### config.mk
export PLATFORM = sky130hd
export DESIGN_NAME = bti_queue
export DESIGN_NICKNAME = d
export VERILOG_FILES = /design/src/rtl/core/bti_pkg.sv /design/src/rtl/core/bti_queue.sv
export SDC_FILE = /design/constraint.sdc
export NUM_CORES = 1
export LEC_CHECK = 0
export BUFFER_PORTS_ARGS = -buffer_cell sky130_fd_sc_hd__buf_2
export CAP_MARGIN = 40
export CORE_MARGIN = 4
export CORE_UTILIZATION = 55
export CTS_BUF_LIST = sky130_fd_sc_hd__clkbuf_16
export CTS_CLUSTER_DIAMETER = 150
export DETAILED_ROUTE_END_ITERATION = 8
export GPL_TIMING_DRIVEN = 0
export PLACE_DENSITY = 0.77
export SLEW_MARGIN = 20
export SYNTH_ARGS = -nofsm -noshare
export SYNTH_HDL_FRONTEND = slang
export SYNTH_SLANG_ARGS = --single-unit
### constraint.sdc
create_clock -name clk -period 3 [get_ports clk]
set_input_delay 0.45 -clock clk [delete_from_list [all_inputs] [get_ports clk]]
set_output_delay 0.45 -clock clk [all_outputs]
set_load 0.1 [all_outputs]
### src/rtl/core/bti_pkg.sv
// Shared constants, codes and helper functions of the bilinear table interpolator.
package bti_pkg;

  localparam int MAX_COLUMNS_DEF = 16;
  localparam int MAX_ROWS_DEF    = 16;
  localparam int QUEUE_DEPTH     = 4;
  localparam int FRAC_W          = 16;
  localparam int CFG_IDX_W       = 3;

  localparam logic [31:0] X_MIN_RST  = 32'h0000_0000;
  localparam logic [31:0] X_MAX_RST  = 32'h0001_0000;
  localparam logic [31:0] Y_MIN_RST  = 32'h0000_0000;
  localparam logic [31:0] Y_MAX_RST  = 32'h0001_0000;
  localparam logic [4:0]  X_SIZE_RST = 5'd16;
  localparam logic [4:0]  Y_SIZE_RST = 5'd16;

  localparam logic KIND_LOOKUP = 1'b0;
  localparam logic KIND_WRITE  = 1'b1;

  typedef enum logic [CFG_IDX_W-1:0] {
    CFG_X_MIN  = 3'd0,
    CFG_X_MAX  = 3'd1,
    CFG_Y_MIN  = 3'd2,
    CFG_Y_MAX  = 3'd3,
    CFG_X_SIZE = 3'd4,
    CFG_Y_SIZE = 3'd5
  } cfg_reg_t;

  // Bits needed for an integer index below a count of m.
  function automatic int idx_w(input int m);
    idx_w = (m > 1) ? $clog2(m) : 1;
  endfunction

  // A size of zero acts as one, a size above the limit acts as the limit.
  function automatic logic [8:0] clamp_size(input logic [4:0] size, input int maxv);
    logic [8:0] lim;
    lim = 9'(maxv);
    if (size == 5'd0) begin
      clamp_size = 9'd1;
    end else if ({4'd0, size} > lim) begin
      clamp_size = lim;
    end else begin
      clamp_size = {4'd0, size};
    end
  endfunction

endpackage

### src/rtl/core/bti_queue.sv
// Short first-in first-out queue of words between the front and back parts.
module bti_queue import bti_pkg::*; #(
  parameter int W     = 8,
  parameter int DEPTH = QUEUE_DEPTH
) (
  input  logic         clk,
  input  logic         rst_n,
  input  logic         push_valid,
  output logic         push_ready,
  input  logic [W-1:0] push_data,
  output logic         pop_valid,
  input  logic         pop_ready,
  output logic [W-1:0] pop_data
);

  localparam int PTW = idx_w(DEPTH);
  localparam int CW  = $clog2(DEPTH + 1);

  logic [W-1:0]   slot_r [DEPTH];
  logic [PTW-1:0] wr_ptr_r;
  logic [PTW-1:0] wr_ptr_nxt;
  logic [PTW-1:0] rd_ptr_r;
  logic [PTW-1:0] rd_ptr_nxt;
  logic [CW-1:0]  count_r;
  logic [CW-1:0]  count_nxt;
  logic           push;
  logic           pop;

  assign push_ready = count_r != CW'(DEPTH);
  assign pop_valid  = count_r != '0;
  assign pop_data   = slot_r[rd_ptr_r];
  assign push       = push_valid && push_ready;
  assign pop        = pop_valid && pop_ready;

  always_comb begin
    wr_ptr_nxt = wr_ptr_r;
    rd_ptr_nxt = rd_ptr_r;
    count_nxt  = count_r;
    if (push) begin
      wr_ptr_nxt = (wr_ptr_r == PTW'(DEPTH - 1)) ? '0 : wr_ptr_r + PTW'(1);
    end
    if (pop) begin
      rd_ptr_nxt = (rd_ptr_r == PTW'(DEPTH - 1)) ? '0 : rd_ptr_r + PTW'(1);
    end
    if (push && !pop) begin
      count_nxt = count_r + CW'(1);
    end else if (pop && !push) begin
      count_nxt = count_r - CW'(1);
    end
  end

  always_ff @(posedge clk) begin
    if (!rst_n) begin
      wr_ptr_r <= '0;
      rd_ptr_r <= '0;
      count_r  <= '0;
    end else begin
      wr_ptr_r <= wr_ptr_nxt;
      rd_ptr_r <= rd_ptr_nxt;
      count_r  <= count_nxt;
    end
  end

  always_ff @(posedge clk) begin
    if (push) begin
      slot_r[wr_ptr_r] <= push_data;
    end
  end

endmodule

* After elaboration in Yosys (flattened, before gate mapping) *
Memory sizes are Yosys's and may differ from the RTL's. A register that Yosys moved wholly into a read port is not among the register bits.
Cells that the tools add are included.
Widths: inputs -> output; s select.

storage, ports and cells
  logic and storage cells = 27
  register bits after elaboration = 7
  memories = 1
  RAM bits = 32

memories
  name    words  width  read ports  clocked after memory_dff  write ports  RTL line         source
  slot_r  4      8      1           1                         1            bti_queue.sv:19  logic [W-1:0] slot_r [DEPTH];

cells by class
  $add $sub $neg = 4
  mux-type cells = 8
  reductions and logical operators = 8
  eq/ne operators = 3

operator list
  cell                 count
  $mux 2               4
  $mux 3               2
  $add 2x1->2 const B  2
  $eq 2x2->1 const B   2
  $logic_and 1x1->1    4
  $add 3x1->3 const B  1
  $ne 3x3->1 const B   1
  $reduce_bool 3->1    1
  $sub 3x1->3 const B  1
  $logic_not 1->1      2
  $mux 1               2
  $reduce_bool 2->1    1

* Logic depth before layout (Yosys ltp) *
Gate-level depths: netlist (run 1).

  word-level depth = 6
  mapped depth = 9
  gate-level depth less buffers = 8

* Least setup slack after synthesis (run 1) *
Ideal clock, no wire load.

  kind = flip-flop to flip-flop
  start point = register count_r[0]
  end point = register count_r[2]
  stages on the path, launching flop included = 10
  data required time = 2924 ps
  arrival = 2522 ps
  setup slack = 402 ps
  cells stage by stage = dfxtp_1 or3b_1 clkbuf_2 and2_4 ha_1 inv_1 fa_1 xor2_1 or3_2 a21boi_0

between the ends
  longest elaborated chain between the ends = 5
  elaborated cells on any way between the ends = 13

RTL lines
  element                             RTL line         source
  start, declared                     bti_queue.sv:24  logic [CW-1:0] count_r;
  start signal, assigned              bti_queue.sv:60  count_r <= count_nxt;
  $ne 3x3->1 *                        bti_queue.sv:29  assign push_ready = count_r != CW'(DEPTH);
  net push_ready                      bti_queue.sv:9   output logic push_ready,
  $logic_and 1x1->1 *                 bti_queue.sv:32  assign push = push_valid && push_ready;
  net push                            bti_queue.sv:26  logic push;
  $logic_not 1->1                     bti_queue.sv:47  end else if (pop && !push) begin
  $logic_and 1x1->1                   bti_queue.sv:47
  $reduce_bool 2->1 (no source line)  -

The timed path passes the listed nets; every way through them passes the cells marked *. The select of a mux whose other input is x is not followed.
A chain may end at the register's enable or synchronous reset.

* Final worst setup path (run 1) *
  start point = register count_r[1]
  end point = register count_r[2]

between the ends
  longest elaborated chain between the ends = 5
  elaborated cells on any way between the ends = 13

RTL lines
  element
  parallel branches: the longest is 5 deep, another holds $sub 3x1->3

Several ways; the timed one is not identified. The select of a mux whose other input is x is not followed.

==> flow_summary.yaml, run 1 <==
synthesis:
  synthMuxAreaShare: 0.1224
  synth_common_cells: "32 x edfxtp_1, 9 x dfxtp_1, 8 x mux4_2"
  synth_simple_gate_area_frac: 0.07192
  synth_area_per_cell_sq_um: 17.58
  yosysMostFrequentCell: "edfxtp_1"
  netlist.area_leader.share: 0.5876
  synth_edf_count: 32
  synthXorXnorAreaFrac: 0.01071
  synth_top_cell_by_area: "edfxtp_1"
  synthTopCellsByArea: "edfxtp_1 59%, dfxtp_1 11%, mux4_2 11%"
  yosysSeqAreaShare: 0.6978
  synthAdderAreaFrac: 0.05815
  synth-seq-cells: 41
  ys_warn_count: 0
  synthArstFlopShare: 0
  synth_compound_area_frac: 0.02142
  synth_ff_type: "edfxtp_1"
  synth_fp_nets: 112
  synth_cell_types: 26
  syn-instance-count: 93
  synth_top_family_by_area: "multiplexers"
  syn_area_sq_mm: 0.001635
layout:
  post-route-util: 0.6833
  area_growth_pct: 17.22
  layout-drive-gt1-share: 0.3607
  diodes: 0
  nets: 140
cts:
  tritoncts: "yes"
  post_cts_buffers: 0
  clock-sinks: 41
  ctsHtreeMaxLevel: 2
  ctsResizeCount: 0
  cts_buffers: 5
  clk_latency_ns: 0.27
  holdBufCountCts: 0
  cts_root_buf: "clkbuf_16"
  cts_buffer_depth: 2
  clkTransAtPathRegs_ns: 0.05
sta:
  tns_ns: 0
  rsz0062_at_grt: "no"
  fmax_mhz: 409.7
  min_period_ns: 2.441
  hold_viol_final: 0
  fin_skew_ns: 0.001798
  tightestPinTransition_ns: 0.5368
  slew_headroom: 0.6391
  drv_slew: 0
  fin_crit_sh: 0.8135
  finalSetupViolCount: 0
worst_hold_path:
  holdPathEnd: "slot_r[3][5]"
  hold_start: "push_data[5]"
  hold_class: "primary input to flop"
  min_path_cells: 1
floorplan:
  core-area_sq_mm: 0.002805
  die_w_microns: 62.53
  row_count: 19
  die_h_microns: 62.53
  start_util: 0.5830
  ios: 22
  die_area_sq_mm: 0.003910
global_route:
  first_global_vias: 899
  grt_usage: 0.1410
  overflow: 0
  antenna_found_initial: 0
  grt_pass1_wl_mm: 4.071
  grt_max_degree: 13
routing:
  drtPass1Iterations: 2
  first_iter_violations: 30
  routed_wl_mm: 2.487
  ant_nets: 0
  avgRoutedWirePerCell_microns: 16.25
  route.detailed.drc: 0
  viasPerCell: 5.529
  num_vias: 846
outcome:
  status: "complete, no violations"
worst_setup_path:
  crit_path_max_fanout: 5
  worstSetupStartpointType: "flop"
  r2r_slack_ns: 0.56
  worstReg2RegEnd: "count_r[2]"
  critPathKind: "flop to flop"
  crit_arrival_ns: 2.63
  cp-startpoint: "count_r[1]"
  cp-end-kind: "flop"
  r2r-start: "count_r[1]"
  reg2regPathDepth: 7
  required_ns: 3.19
placement:
  gp_congestion: 0.6543
  dp_hpwl_mm: 1.700
  port_buffers: 21
flow_run:
  cap_violations: 0
[area by class of cell]
class | instances | area, sq um
sequential | 41 | 1141
buffer | 4 | 17.52
timing repair buffer | 21 | 105.1
inverter | 3 | 11.26
fill | 201 | 888.4
multi-input combinational | 45 | 465.4
clock buffer | 5 | 125.1
clock inverter | 3 | 12.51
tap | 31 | 38.79
[sequential cells by signal, summed over array words and instances, names as in the netlist, named ones only]
register  cells
count_r       3
rd_ptr_r      2
slot_r       32
wr_ptr_r      2
[critical path, cell delays in order, from the launching register on]
cell,delay [ns]
dfxtp_1,0.36
o31ai_1,0.52
ha_1,0.29
inv_1,0.06
fa_1,0.37
xor2_1,0.16
or3_2,0.41
a21boi_0,0.20
[worst max-delay path by stage]
stage / end / slack, ns / cells past startpoint
finish: count_r[2] / 0.56 / 7
CTS: count_r[2] / 0.52 / 7
global placement: count_r[2] / 0.70 / 7
detailed placement: count_r[2] / 0.54 / 7
global route: count_r[2] / 0.28 / 7
floorplan: count_r[2] / 0.40 / 9
[cells by family after synthesis]
logic type | count (synthesis)
compound gates | 6
xor+xnor | 2
fa+ha+maj | 7
buf+inv | 7
flops | 41
mux | 10
simple gates | 20
[cells in the final DEF, fill, tap and decap left out, types with 2 or more instances in the layout]
master     instances
and3_2             4
buf_2             22
clkbuf_16          5
clkinv_1           2
dfxtp_1            9
edfxtp_1          32
ha_1               6
inv_1              3
mux2i_1            2
mux4_2             8
nand2_1            5
nand3_1            2
nor2_1             2
o21ai_0            4
or3_2              2
[per-stage QoR]
stage                     hold slack, ns  instance area, sq um  setup slack, ns  cells
after detailed placement          0.4992                  1779           0.5364    145
after global routing              0.3807                  1917           0.2806    153
after floorplan                   0.4677                  1635           0.4024     93
final                             0.3875                  1917           0.5594    153
after CTS                         0.3810                  1917           0.5224    153
after global placement            0.4853                  1779           0.6998    145
[routing by layer]
layer | vias up | wire length, microns | global-route usage
met5 | - | 0 | 0
met4 | 0 | 40 | 0.05785
met2 | 22 | 1235 | 0.2357
met1 | 408 | 1076 | 0.1636
met3 | 5 | 134 | 0.05216
li1 | 411 | - | -
Power of run 1 is left out: the tool's default activity adds up to more than one toggle a clock period on the data nets, which glitch-free logic cannot reach.
==> run 2, diff against run 1 <==
- ABC_AREA: unset -> 1
- CORE_UTILIZATION: 55 -> 50
- PLACE_DENSITY: 0.77 -> 0.73
- clock period: 3 -> 2.1 ns (I/O delays scaled with it)
==> flow_summary.yaml, run 2 <==
synthesis:
  synth_ff_type: "edfxtp_1"
  synth_edf_count: 32
  synth_common_cells: "32 x edfxtp_1, 32 x nor2_1, 16 x inv_1"
  yosysSeqAreaShare: 0.6751
  syn_area_sq_mm: 0.001690
  synth_fp_nets: 165
  synth_area_per_cell_sq_um: 11.58
  synth_cell_types: 19
  synthTopCellsByArea: "edfxtp_1 57%, dfxtp_1 11%, nor2_1 7.1%"
  synth-seq-cells: 41
  syn-instance-count: 146
  netlist.area_leader.share: 0.5685
  synthArstFlopShare: 0
  ys_warn_count: 0
  synth_top_cell_by_area: "edfxtp_1"
global_route:
  first_global_vias: 1119
  grt_max_degree: 14
  overflow: 0
  antenna_found_initial: 0
  grt_usage: 0.1688
  grt_pass1_wl_mm: 5.278
floorplan:
  ios: 22
  core-area_sq_mm: 0.003153
  die_h_microns: 66.15
  die_area_sq_mm: 0.004375
  start_util: 0.5361
  row_count: 20
  die_w_microns: 66.15
worst_hold_path:
  hold_start: "push_data[5]"
  min_path_cells: 1
  hold_class: "primary input to flop"
layout:
  diodes: 0
  final_area_sq_mm: 0.002085
  largest_reg_flops: 32
  top_regs: "slot_r (32), count_r (3)"
  fillCellCount: 261
  post-route-util: 0.6611
  nets: 193
  layout-drive-gt1-share: 0.2629
  multi_input_area_sq_um: 515.5
  regMostFlops: "slot_r"
  area_growth_pct: 23.32
  layout_common_cells: "32 x nor2_1, 32 x edfxtp_1, 16 x inv_1, 15 x buf_2, 14 x o21ai_0"
  ff_latch_area_sq_mm: 0.001141
placement:
  place_area_sq_mm: 0.001903
  dp_hpwl_mm: 2.161
  gp_congestion: 0.7247
  port_buffers: 21
worst_setup_path:
  required_ns: 1.78
  critPathKind: "flop to primary output"
  cp-end-kind: "primary output"
  crit_path_max_fanout: 10
  r2r-start: "count_r[1]"
  crit_arrival_ns: 1.67
  cp_slowest_cell: "dfxtp_1"
  worstSetupStartpointType: "flop"
  cpPeakStageDelay_ns: 0.51
  reg2regPathDepth: 9
  cp_cell_sequence: "buf_6, o21ai_1, o22ai_2, buf_2"
routing:
  first_iter_violations: 53
  avgRoutedWirePerCell_microns: 14.62
  drtPass1Iterations: 4
  routed_wl_mm: 3.201
  ant_nets: 0
  viasPerCell: 5.100
  route.detailed.drc: 0
  num_vias: 1117
sta:
  tns_ns: 0
  slew_headroom: 0.4717
  finalSetupViolCount: 0
  min_period_ns: 1.989
  drv_slew: 0
  tightestPinTransition_ns: 0.7895
  fin_crit_sh: 0.9472
  fmax_mhz: 502.7
  hold_viol_final: 0
  rsz0062_at_grt: "no"
  fin_skew_ns: 0.004857
cts:
  holdBufCountCts: 0
  cts_root_buf: "clkbuf_16"
  cts_buffers: 5
  cts_buffer_depth: 2
  clk_latency_ns: 0.28
  clock-sinks: 41
  tritoncts: "yes"
  ctsHtreeMaxLevel: 2
  clkTransAtPathRegs_ns: 0.06
outcome:
  status: "complete, no violations"
flow_run:
  cap_violations: 0
-- run 2: cell count changes in the layout (fill, tap and decap cells not counted), sizes merged, moves of 3 or more --
cell	previous run	this run
inv	3	17
clkbuf	7	10
nor2	2	33
and3	4	0
o21ai	4	18
buf	23	18
nand2	5	15
o22ai	0	8
mux4	8	0
-- run 2: path summary, 6_finish.rpt --
check | end | slack (ns)
hold reg to reg | count_r[0] | 0.53
setup / recovery | pop_data[6] | 0.11
hold / removal | slot_r[0][5] | 0.25
setup reg to reg | count_r[1] | 0.22
-- run 2: kinds of logic (layout without fill, tap and decap cells) --
logic type | after synthesis | after routing | synth area share
adder cells (fa/ha/maj) | 7 | 7 | 0.05625
AND/OR/NAND/NOR | 51 | 51 | 0.1221
AO/OA/AOI/OAI | 28 | 28 | 0.09549
flip-flops | 41 | 41 | 0.6751
buffers and inverters | 19 | 48 | 0.05107
-- run 2: per-stage QoR --
stage	hold slack (ns)	cells	worst slack, ns
3_5_place_dp	0.5216	211	0.2534
3_3_place_gp	0.4999	211	0.3208
5_1_grt	0.2458	219	0.01274
2_1_floorplan	0.4139	146	-0.005216
4_1_cts	0.2492	219	0.03742
6_report	0.2502	219	0.1109
-- run 2: timing repair --
| action | CTS | global route |
|---|---|---|
| gates resized for setup | 1 | 5 |
| setup endpoints to repair | 1 | 5 |
| gates cloned | 0 | 0 |
| buffers inserted | 0 | 0 |
-- run 2: metal layers --
layer,global-route usage,wire [microns],vias up
met5,0,0,-
met4,0.08883,82,0
met3,0.04932,178,7
met2,0.2825,1622,30
met1,0.1935,1317,524
li1,-,-,556
-- run 2: area by class of cell --
cell class,count,area share
plain buffers,2,0.01080
clock buffers,5,0.06002
clock inverters,3,0.01981
inverters,17,0.03061
multi-input cells,86,0.2473
flip-flops and latches,41,0.5474
well taps,44,0.02641
repair buffers,21,0.05762
-- run 2: worst max-delay path: cells and delay by family, from the launching register on --
kind,cells,cell delay (ns)
AOI/OAI and AO/OA,2,0.24
buffers and inverters,2,0.64
DFF,1,0.51
Power of run 2 is left out for the same reason.
